===== config.mk =====
export PLATFORM = sky130hd
export DESIGN_NAME = roiu_ram
export DESIGN_NICKNAME = d
export VERILOG_FILES = /design/src/roiu_ram.sv
export SDC_FILE = /design/constraint.sdc
export NUM_CORES = 1
export LEC_CHECK = 0
export ABC_CLOCK_PERIOD_IN_PS = 5400
export BUFFER_PORTS_ARGS = -buffer_cell sky130_fd_sc_hd__buf_2
export CORE_MARGIN = 2
export CORE_UTILIZATION = 66
export CTS_CLUSTER_DIAMETER = 50
export DETAILED_ROUTE_END_ITERATION = 16
export PLACE_DENSITY = 0.94
export SKIP_CTS_REPAIR_TIMING = 1
export SYNTH_ARGS = -nofsm -noshare
export SYNTH_HDL_FRONTEND = slang
export SYNTH_SLANG_ARGS = --single-unit

===== constraint.sdc =====
create_clock -name clk -period 5.4 [get_ports clk]
set_input_delay 0.27 -clock clk [delete_from_list [all_inputs] [get_ports clk]]
set_output_delay 0.27 -clock clk [all_outputs]
set_load 0.005 [all_outputs]

===== src/roiu_ram.sv =====
`timescale 1ns / 1ps
// ----------------------------------------------------------------------------
// Generic RAM
// One write port and one read port with registered read data.
// ----------------------------------------------------------------------------
module roiu_ram #(
	parameter int W = 32,
	parameter int D = 16
) (
	input  logic                 clk,
	input  logic                 we,
	input  logic [$clog2(D)-1:0] waddr,
	input  logic [W-1:0]         wdata,
	input  logic                 re,
	input  logic [$clog2(D)-1:0] raddr,
	output logic [W-1:0]         rdata
);

	logic [W-1:0] mem [D];

	// Write and registered read.
	always_ff @(posedge clk) begin
		if (we) begin
			mem[waddr] <= wdata;
		end
		if (re) begin
			rdata <= mem[raddr];
		end
	end

endmodule


**Word-level counts from Yosys, hierarchy flattened**

Memories as Yosys holds them, arrays and structs flattened. A register that Yosys moved wholly into a read port is not among the register bits.
Index checks and enable logic that the tools add are counted.

- Register bits: 0
- RAM bits: 512
- Input bits: 43
- Output and inout bits: 32
- Logic and storage cells: 3
- Memories: 1

Memory list:

| memory | depth | width | read ports | clocked after Yosys merged registers in | write ports | RTL line | source |
|---|---|---|---|---|---|---|---|
| mem | 16 | 32 | 1 | 1 | 1 | 19 | `logic [W-1:0] mem [D];` |

- Muxes and demuxes: 2

Operators with widths:

| operator | number |
|---|---|
| 1-bit two-way mux | 2 |

**Longest topological paths before layout**

- Word-level depth: 2
- Gate-level depth with buffers: 5

**Worst setup path after synthesis**

Ideal clock, no wire load.

- Path kind: input to register
- Start: input port waddr[2]
- End: memory mem[0][0] (enable)
- Arrival: 2.988 ns
- Required time: 4.939 ns
- Path slack: 1.950 ns
- Stages: 2
- Path buffers: 0
- Cell sequence: or3b_2 > nor3_1

RTL lines:

| what | RTL line | source |
|---|---|---|
| from (decl) | 12 | `input logic [$clog2(D)-1:0] waddr,` |
| to (decl) | 19 |  |

No word-level cell before the write port.

==> impl_metrics.ini <==
[run_status]
status = complete, no violations

[critical_path]
start_kind = input pin
cp-end-kind = flop
crit_type = input pin to flop
worstPathArrival_ps = 2660
critPathMaxFanout = 71
crit_required_ps = 5700

[timing]
period_share_pct = 43.7
hold_viol_final = 0
fmax_mhz = 423
drv_slew = 0
fin_tns_setup_ps = 0
fin_skew_ps = 15.9
setup_violations = 0
rsz0062_at_grt = false
max-slew-margin-rel_pct = 19.7
worst_pin_slew_ps = 1200
post-route-min-period_ps = 2360

[synthesis]
netlist_area_sq_um = 20200
synthMostInstantiatedCell = edfxtp_1
synthFlopType = edfxtp_1
synth_area_per_cell_sq_um = 24.1
synthCells = 838
ys_types = 17
ys_ff_latch = 544
synth_edf_count = 544
synth_top_area_share_pct = 81.0
synth_common_cells = 544 x edfxtp_1, 128 x mux4_2, 64 x a22oi_1
synth_area_leaders = edfxtp_1 81%, mux4_2 14%, a22oi_1 2.4%
synth_nets = 881
yosys_warnings = 0
synthArstFlopShare_pct = 0
synth.largest_area_cell = edfxtp_1
ys_seq_area_share_pct = 81.0

[floorplan]
die_w_um = 179
core_area_sq_um = 30300
ios = 75
initial_core_util_pct = 66.5
dieArea_sq_um = 32000
row_count = 64
fp.dieH_um = 179

[detailed_routing]
antenna_left = 0
drt_iter0_drc = 1571
drt-pass1-iter-count = 7
avgViaCountPerCell = 7.17
wl_mm = 48.6
wire_per_inst_um = 35.1
vias = 9914
drc_errors = 0

[hold_path]
hp-class = input pin to flop

[run]
maxCapViolCount = 0

[clock_tree]
cts_buffers = 51
cts.clk_slew.worst_paths_ps = 70
numClockSinks = 544
clockRootBuffer = clkbuf_16
clockBufferDepth = 3
clk-insertion-delay-late_ps = 570
htreeDepth = 2
cts_tree = built

[cells_and_area]
drive_above_1_share_pct = 31.4
fin_util_pct = 74.7
nets = 986
nFillCells = 1467
area_growth_pct = 12.4
multiInputGateArea_sq_um = 3750
ff_latch_area_sq_um = 16300

[power]
p_total_mw = 8.59
p_leak_nw = 7.23
ir_drop_uv = 246
power_density_nw_per_um2 = 379

[global_route]
grt_overflow = 0
grt_pass1_vias = 10201
grt_pass1_wl_mm = 68.2
antenna_found_initial = 3
grt_usage_pct = 30.7
grt_start_max_net_pins = 72

[placed_design]
io_buffers = 74
routabilityCongestion = 0.707
dpl.hpwl_mm = 22.3
state kept, by name, summed over array words and instances, names as in the netlist:
signal  cells
rdata      32
mem       512
worst max-delay path: stages:
cell and delay, ps:
buf_4 790, buf_4 710, mux4_2 460, a22oi_1 230, nand2_1 110
layer usage:
metal	part of all wire (%)	vias up	global-route usage, %
met2	51	834	50.6
li1	-	3821	-
met4	4.1	2	13.0
met5	0.027	-	0
met3	11	163	6.76
met1	34	5094	40.4
worst paths after layout:
kind                                 start          end  slack (ps)  cells after the start
worst max-delay path              raddr[1]    rdata[26]        3040                      5
worst max register to register  mem[8][16]    rdata[16]        3760                      3
worst min register to register  mem[13][1]     rdata[1]         750                      3
worst min-delay path             wdata[22]  mem[13][22]          80                      1
power breakdown:
group	switching, mW	total (mW)	internal [mW]
logic	0.252	0.413	0.161
registers	0.0368	4.79	4.76
clock network	1.53	3.38	1.85
cell usage in the layout, fill, tap and decap left out, drive strengths merged, types with 2 or more instances in the layout:
master	instances
clkbuf	70
clkinvlp	3
nand3b	2
clkinv	20
nor3	4
nand2b	2
nor2	13
a22oi	64
nor2b	2
buf	94
edfxtp	544
nand2	33
diode	4
mux4	128
per-stage QoR:
step / setup WS [ps] / hold WS (ps) / cell area (sq um) / cells
final: 3040 / 78.1 / 22700 / 1383
after global routing: 3000 / 76.9 / 22700 / 1381
after CTS: 3120 / 59.4 / 22700 / 1379
after detailed placement: 2600 / 653 / 21100 / 1286
after global placement: 2680 / 629 / 21100 / 1286
after floorplan: 1950 / 369 / 20200 / 838
area by class of cell:
cell class	count	area share, %
sequential	544	72.0
timing repair buffer	95	2.43
antenna	4	0.0441
tap	396	2.19
multi-input combinational	251	16.5
clock inverter	24	0.640
clock buffer	69	6.11
cells by family (layout without fill, tap and decap cells):
logic type	Yosys count	after routing	synth area share [%]
DFF	544	544	81.0
muxes	128	128	14.3
AOI/OAI and AO/OA	64	64	2.38
and+or+nand+nor	59	59	1.25
buffers and inverters	43	188	1.10
other	0	4	0
Power figures use the tool's default switching activity.
