===== src/roiu_pkg.sv =====
`timescale 1ns / 1ps
// ----------------------------------------------------------------------------
// Rank-one inverse update package
// Shared widths, codes and Q16.16 rounding and saturation helpers.
// ----------------------------------------------------------------------------
package roiu_pkg;

	localparam int DIM_DEF = 16;
	localparam int IDX_W = 4;
	localparam int VAL_W = 32;
	localparam int OP_W = 3;
	localparam int STAT_W = 2;
	localparam int IN_DATA_W = 112;
	localparam int OUT_DATA_W = 64;
	localparam int DIV_DVD_W = 48;

	typedef enum logic [OP_W-1:0] {
		OP_WRITE_ENTRY = 3'd0,
		OP_WRITE_DET   = 3'd1,
		OP_SINGLE      = 3'd2,
		OP_DOUBLE      = 3'd3,
		OP_READ        = 3'd4
	} op_t;

	localparam logic [STAT_W-1:0] ST_OK   = 2'd0;
	localparam logic [STAT_W-1:0] ST_ZERO = 2'd1;
	localparam logic [STAT_W-1:0] ST_SAT  = 2'd2;

	// Round half up at the Q16.16 point: floor((v + 2^15) / 2^16).
	function automatic logic signed [63:0] rnd16(input logic signed [63:0] v);
		logic signed [63:0] t;
		t = v + 64'sd32768;
		return t >>> 16;
	endfunction

	// Clamp to 32 bits; the top bit of the result marks a clamp.
	function automatic logic [32:0] sat32(input logic signed [63:0] v);
		if (v > 64'sd2147483647) begin
			return {1'b1, 32'h7fff_ffff};
		end else if (v < -64'sd2147483648) begin
			return {1'b1, 32'h8000_0000};
		end
		return {1'b0, v[31:0]};
	endfunction

endpackage


===== src/roiu_div.sv =====
`timescale 1ns / 1ps
// ----------------------------------------------------------------------------
// Scale divider
// Restoring divider for delta * 2^16 / d, truncated toward zero, clamped.
// ----------------------------------------------------------------------------
module roiu_div (
	input  logic                           clk,
	input  logic                           arst_n,
	input  logic                           start,
	input  logic signed [roiu_pkg::VAL_W-1:0] num,
	input  logic signed [roiu_pkg::VAL_W-1:0] den,
	output logic                           done,
	output logic signed [roiu_pkg::VAL_W-1:0] quot,
	output logic                           ovf
);
	import roiu_pkg::*;

	logic                 run_q;
	logic                 done_q;
	logic [5:0]           cnt_q;
	logic [DIV_DVD_W-1:0] dvd_q;
	logic [DIV_DVD_W-1:0] quot_q;
	logic [VAL_W-1:0]     rem_q;
	logic [VAL_W-1:0]     den_q;
	logic                 neg_q;
	logic [VAL_W:0]       trial;
	logic                 fits;
	logic [VAL_W-1:0]     num_abs;
	logic [VAL_W-1:0]     den_abs;

	assign num_abs = num[VAL_W-1] ? VAL_W'(-num) : VAL_W'(num);
	assign den_abs = den[VAL_W-1] ? VAL_W'(-den) : VAL_W'(den);
	assign trial = {rem_q, dvd_q[DIV_DVD_W-1]};
	assign fits = trial >= {1'b0, den_q};

	// One quotient bit per cycle.
	always_ff @(posedge clk or negedge arst_n) begin
		if (!arst_n) begin
			run_q <= 1'b0;
			done_q <= 1'b0;
			cnt_q <= '0;
		end else begin
			done_q <= 1'b0;
			if (start) begin
				run_q <= 1'b1;
				cnt_q <= 6'(DIV_DVD_W - 1);
			end else if (run_q) begin
				cnt_q <= cnt_q - 6'd1;
				if (cnt_q == 6'd0) begin
					run_q <= 1'b0;
					done_q <= 1'b1;
				end
			end
		end
	end

	// Datapath of the divider.
	always_ff @(posedge clk) begin
		if (start) begin
			dvd_q <= {num_abs, 16'h0000};
			den_q <= den_abs;
			rem_q <= '0;
			quot_q <= '0;
			neg_q <= num[VAL_W-1] ^ den[VAL_W-1];
		end else if (run_q) begin
			dvd_q <= {dvd_q[DIV_DVD_W-2:0], 1'b0};
			quot_q <= {quot_q[DIV_DVD_W-2:0], fits};
			rem_q <= fits ? VAL_W'(trial - {1'b0, den_q}) : trial[VAL_W-1:0];
		end
	end

	// Sign and clamp of the finished quotient.
	always_comb begin
		ovf = 1'b0;
		if (!neg_q) begin
			quot = quot_q[VAL_W-1:0];
			if (quot_q > 48'd2147483647) begin
				ovf = 1'b1;
				quot = 32'sh7fff_ffff;
			end
		end else begin
			quot = VAL_W'(-quot_q);
			if (quot_q > 48'd2147483648) begin
				ovf = 1'b1;
				quot = 32'sh8000_0000;
			end
		end
	end

	assign done = done_q;

endmodule


===== config.mk =====
export PLATFORM = sky130hd
export DESIGN_NAME = roiu_div
export DESIGN_NICKNAME = d
export VERILOG_FILES = /design/src/roiu_pkg.sv /design/src/roiu_div.sv
export SDC_FILE = /design/constraint.sdc
export NUM_CORES = 1
export LEC_CHECK = 0
export BUFFER_PORTS_ARGS = -buffer_cell sky130_fd_sc_hd__buf_4
export CAP_MARGIN = 10
export CORE_ASPECT_RATIO = 1.4
export CORE_MARGIN = 3
export CORE_UTILIZATION = 50
export CTS_CLUSTER_DIAMETER = 100
export DETAILED_ROUTE_END_ITERATION = 10
export HOLD_SLACK_MARGIN = 0.15
export PLACE_DENSITY = 0.69
export SLEW_MARGIN = 20
export SYNTH_ARGS = -nofsm -noshare
export SYNTH_HDL_FRONTEND = slang
export SYNTH_SLANG_ARGS = --single-unit

===== constraint.sdc =====
create_clock -name clk -period 3.9 [get_ports clk]
set_input_delay 0.39 -clock clk [delete_from_list [all_inputs] [get_ports clk]]
set_output_delay 0.39 -clock clk [all_outputs]
set_load 0.1 [all_outputs]

# --- After elaboration in Yosys (flattened, before gate mapping) ---
# Cells that the tools add are included.
word_totals:
  wordCells: 39
  input_bits: 67
  ff_bits: 153
  out_inout_bits: 34
classes:
  bitwise_logic: 1
  order_cmp: 3
  mux: 19
  n_addsub: 5
  reduce_logical: 2
ops:
  columns: ["op", "count"]
  rows:
  - ["$mux 32", 5]
  - ["$mux 48", 2]
  - ["$neg 32->32", 3]
  - ["$gt 48x31->1 const B", 1]
  - ["$gt 48x32->1 const B", 1]
  - ["$ge 33x32->1", 1]
  - ["$sub 32x32->32", 1]
  - ["$mux 31", 1]
  - ["$mux 6", 2]
  - ["$mux 1", 9]
  - ["$logic_not 6->1", 1]
  - ["$sub 6x1->6 const B", 1]
  - ["$reduce_bool 2->1", 1]
  - ["$xor 1x1->1", 1]

# --- Depth between registers and ports, before layout ---
logic_depth:
  ltp_word: 4
  depth_mapped: 14
  ltp_nobuf: 11

# --- Worst setup path after synthesis ---
# OpenSTA, ideal clock, no wires.
synth_path:
  kind: "flip-flop to output port"
  start: "register quot_q[0]"
  end: "output port quot[16] in the netlist's numbering"
  path_stages_with_launch: 11
  path_slack_ns: -2.247
  required_time_ns: 3.510
  n_path_buf: 2
  arrival_ns: 5.757
  cell_sequence: "dfxtp_1 inv_1 ha_1 nor3b_1 nand3b_1 nor4b_1 a41oi_1 or3_1 buf_2 clkbuf_1 o311ai_0"
synth_between:
  elab_chain_cells: 3
  word_cells_on_any_way: 6
  classes_between: "add/sub (1); order compare (2); mux (3)"
synth_lines:
  columns: ["item", "line_no", "source"]
  rows:
  - ["start, declared", "roiu_div.sv:22", "logic [DIV_DVD_W-1:0] quot_q;"]
  - ["start signal, assigned", "roiu_div.sv:67", "quot_q <= {quot_q[DIV_DVD_W-2:0], fits};"]
  - ["$gt 48x31->1, or another cell as far along", "roiu_div.sv:77", "if (quot_q > 48'd2147483647) begin"]
  - ["$mux 32, on equally long branches", "roiu_div.sv:77, roiu_div.sv:83", null]
  - ["$mux 32 (*)", "roiu_div.sv:75", "if (!neg_q) begin"]
  - ["end, declared", "roiu_div.sv:13", "output logic signed [roiu_pkg::VAL_W-1:0] quot,"]
# Mark *: on every way between the ends. The rest lies on a longest branch, timed or not.

# --- Final worst setup path ---
# Same ends and word-level chain as after synthesis.

==> metrics.md <==
| Metric | Value |
|---|---|
| Status | `complete, no violations` |
| Multi-input logic area | `5960 um^2` |
| Syn Inst Count | `1189` |
| Post-route DRC | `0` |
| RSZ-0062 raised after global routing | `false` |
| Net count after synthesis | `1294` |
| Routed WL per cell | `15.1 um` |
| Pre-Repair DR Iteration Count | `5` |
| Number of CTS-inserted buffers | `17` |
| Share of cells above drive strength 1 | `0.152` |
| Cells taking the most area after synthesis | `edfxtp_1, dfxtp_1, mux2i_1` |
| Critical Path End Type | `output port` |
| Clock tree from TritonCTS | `yes` |
| Area share of the largest cell type after synthesis | `0.195` |
| Sink Count | `153` |
| Remaining antenna violation count | `0` |
| Post-Layout Cell Count | `1515` |
| Register area | `3760 um^2` |
| Number of global-route vias before repair | `8168` |
| Leakage | `5.23 nW` |
| EDFF count, synth | `between 60 and 70` |
| Post-route design area | `11800 um^2` |
| Final max-slew violation count | `0` |
| Global-route congestion overflow total | `0` |
| Largest net degree at the start of global routing | `171` |
| Deepest clock path buffer count | `2` |
| Cell at the root of the clock tree | `clkbuf_16` |
| Fraction of registers with async set/reset | `0.0523` |
| Worst setup slack after layout | `213 ps` |
| Final setup violating endpoints | `0` |
| Vias per std cell | `about 5.7` |
| Maximum clock frequency | `0.271 GHz` |
| Number of H-tree levels | `4` |
| CP Class | `register to output port` |
| Total negative slack for setup checks | `0 ps` |
| Internal power summed over all cells | `around 0.0043 W` |
| Remaining max-slew budget at the tightest pin | `0.331` |
| Distinct cell type count after synthesis | `67` |
| Switching share of power | `0.456` |
| Buffers on Ports | `100` |
| Largest fanout on the critical path | `6` |
| Number of rows in the core area | `60` |
| Nets | `1359` |
| Min Tclk post-route | `3690 ps` |
| Max-capacitance violation count | `0` |
| Reg power frac | `0.267` |
| Number of warnings reported in the yosys synthesis log | `0` |
| Starting density of the core | `0.516` |
| Required @ worst endpoint | `3510 ps` |
| First-pass GRT wire length | `38300 um` |
| Mean Syn Cell Area | `8.44 um^2` |
| Clock network fraction of design power | `0.216` |
| Portion of the post-synthesis area used by sequential elements | `0.374` |
| Clock slew at the register clock pins of the worst setup and hold paths | `60 ps` |
| Placed cell area | `11100 um^2` |
| Post-synthesis sequential element count | `153` |
| Final number of hold-violating endpoints | `0` |
| Placed Cells incl. Taps | `between 1k and 1.5k` |
| Startpoint class of the critical path | `register` |
| Worst Clk Skew | `around 14 ps` |
| Die span in y | `174 um` |
| Cell area after synthesis | `10000 um^2` |
| Top-Level Pins | `101` |
| Total wirelength of the detailed-routed design | `22900 um` |
| FILL cells | `1747` |
| Worst ir drop on vdd | `0.000307 V` |
| Most used standard cell by instance count after synthesis | `nor2_1` |
| Horizontal die dimension | `126 um` |
| Comb pwr share | `0.517` |
| Class of the tightest hold or removal check | `primary input to register` |
| Signal arrival time at the worst endpoint | `about 3300 ps` |
| Switching power total | `0.00360 W` |
| Total power per unit cell area | `668 nW/um^2` |
| Overall routing resource usage | `0.207` |
| Top cells by count, synth | `nor2_1, nand2_1, dfxtp_1, a21oi_1, inv_1` |
| Ant. Diodes | `0` |
| Transition time of the tightest slew-check pin | `1000 ps` |
| Worst Setup Slack post-DPL | `264 ps` |
| Flip-flop cell with the highest count after synthesis | `dfxtp_1` |
| Routability Congestion | `0.928` |
| Iter 0 DRT Violations | `486` |
| Area added between synthesis and finish | `17.6%` |
| Final worst-path cycle share | `0.946` |
| Core region area | `19400 um^2` |
| Die footprint | `21800 um^2` |
| Post-synth top area cell | `edfxtp_1` |
| Worst-Skew Late Latency | `430 ps` |
| Antenna violations before repair | `0` |
| Detailed placer's ending HPWL | `16400 um` |
| Vias after detailed routing | `8668` |
==> logic make-up (layout without fill, tap and decap cells) <==
family	count (synthesis)	after routing	synth area share
compound gates	289	289	0.192
xor+xnor	84	84	0.0733
fa+ha+maj	38	38	0.0481
buf+inv	136	214	0.0515
flops	153	153	0.374
mux	56	56	0.0561
simple gates	433	433	0.205
==> final timing paths <==
path	depth (start not counted)	endpoint	start	slack [ps]
worst min-delay path	1	den_q[0]$_DFFE_PP_	den[0]	180
worst min register to register	2	rem_q[9]$_SDFFE_PP0P_	rem_q[8]$_SDFFE_PP0P_	490
worst max register to register	11	rem_q[8]$_SDFFE_PP0P_	den_q[13]$_DFFE_PP_	510
worst max-delay path	11	quot[16]	quot_q[0]$_SDFFE_PP0P_	210
max in group asynchronous	2	run_q$_DFF_PN0_	arst_n	3410
min in group asynchronous	2	cnt_q[3]$_DFFE_PN0P_	arst_n	340
==> state kept, by name, summed over array words and instances (netlist names) <==
register	cells
dvd_q	32
den_q	32
cnt_q	6
neg_q	1
rem_q	32
run_q	1
done	1
quot_q	48
==> cells in the final DEF (no fill, tap or decap), drive strengths merged, types with 39 or more instances in the layout <==
cell    Yosys  layout
mux2i      54      54
edfxtp     65      65
xor2       39      39
a21oi      77      77
xnor2      45      45
inv        67      78
buf        17     113
nand2     130     130
nor2      144     144
dfxtp      80      80
o21ai      66      66
==> metrics by stage <==
stage | util | power [W] | hold WS [ps]
CTS | 0.603 | 0.00787 | 162
finish | 0.607 | 0.00788 | 176
detailed placement | 0.571 | 0.00615 | 214
floorplan | - | 0.00528 | 94.4
global route | 0.607 | 0.00837 | 170
global placement | 0.571 | 0.00610 | 214
==> what timing repair did <==
action                     4_1_cts  5_1_grt
hold endpoints to repair         8        0
setup buffers                    0        2
gates cloned                     0        0
setup endpoints to repair       27       27
resized for setup                2       11
hold buffers                     1        0
pin swaps                        0        1
==> power groups by stage <==
stage	logic (W)	clock network (W)	registers (W)
CTS	0.00404	0.00174	0.00210
finish	0.00408	0.00170	0.00210
floorplan	0.00320	0	0.00208
global route	0.00443	0.00180	0.00214
detailed placement	0.00402	0	0.00213
global placement	0.00398	0	0.00212
==> metal layers <==
| metal | track usage | routed length (um) | vias to the layer above |
|---|---|---|---|
| met4 | 0.0633 | 289 | 0 |
| met3 | 0.0250 | 722 | 20 |
| met1 | 0.261 | 10200 | 4061 |
| li1 | - | - | 4430 |
| met5 | 0 | 0 | - |
| met2 | 0.368 | 11600 | 157 |
==> critical path: stages (launching register included) <==
cell	delay [ps]
dfxtp_1	360
inv_1	80
ha_1	200
nor3b_4	270
nand3_1	160
or3_1	360
or3_1	340
or3_1	370
nor4_1	180
o21ai_0	130
o311ai_2	100
buf_4	330
==> cell type report <==
cell class,count,area share
Clock buffer,18,0.0382
Clock inverter,14,0.0139
Inverter,68,0.0216
Multi-Input combinational cell,900,0.505
Sequential cell,153,0.319
Tap cell,248,0.0263
Timing Repair Buffer,114,0.0764
Power figures use the tool's default switching activity.
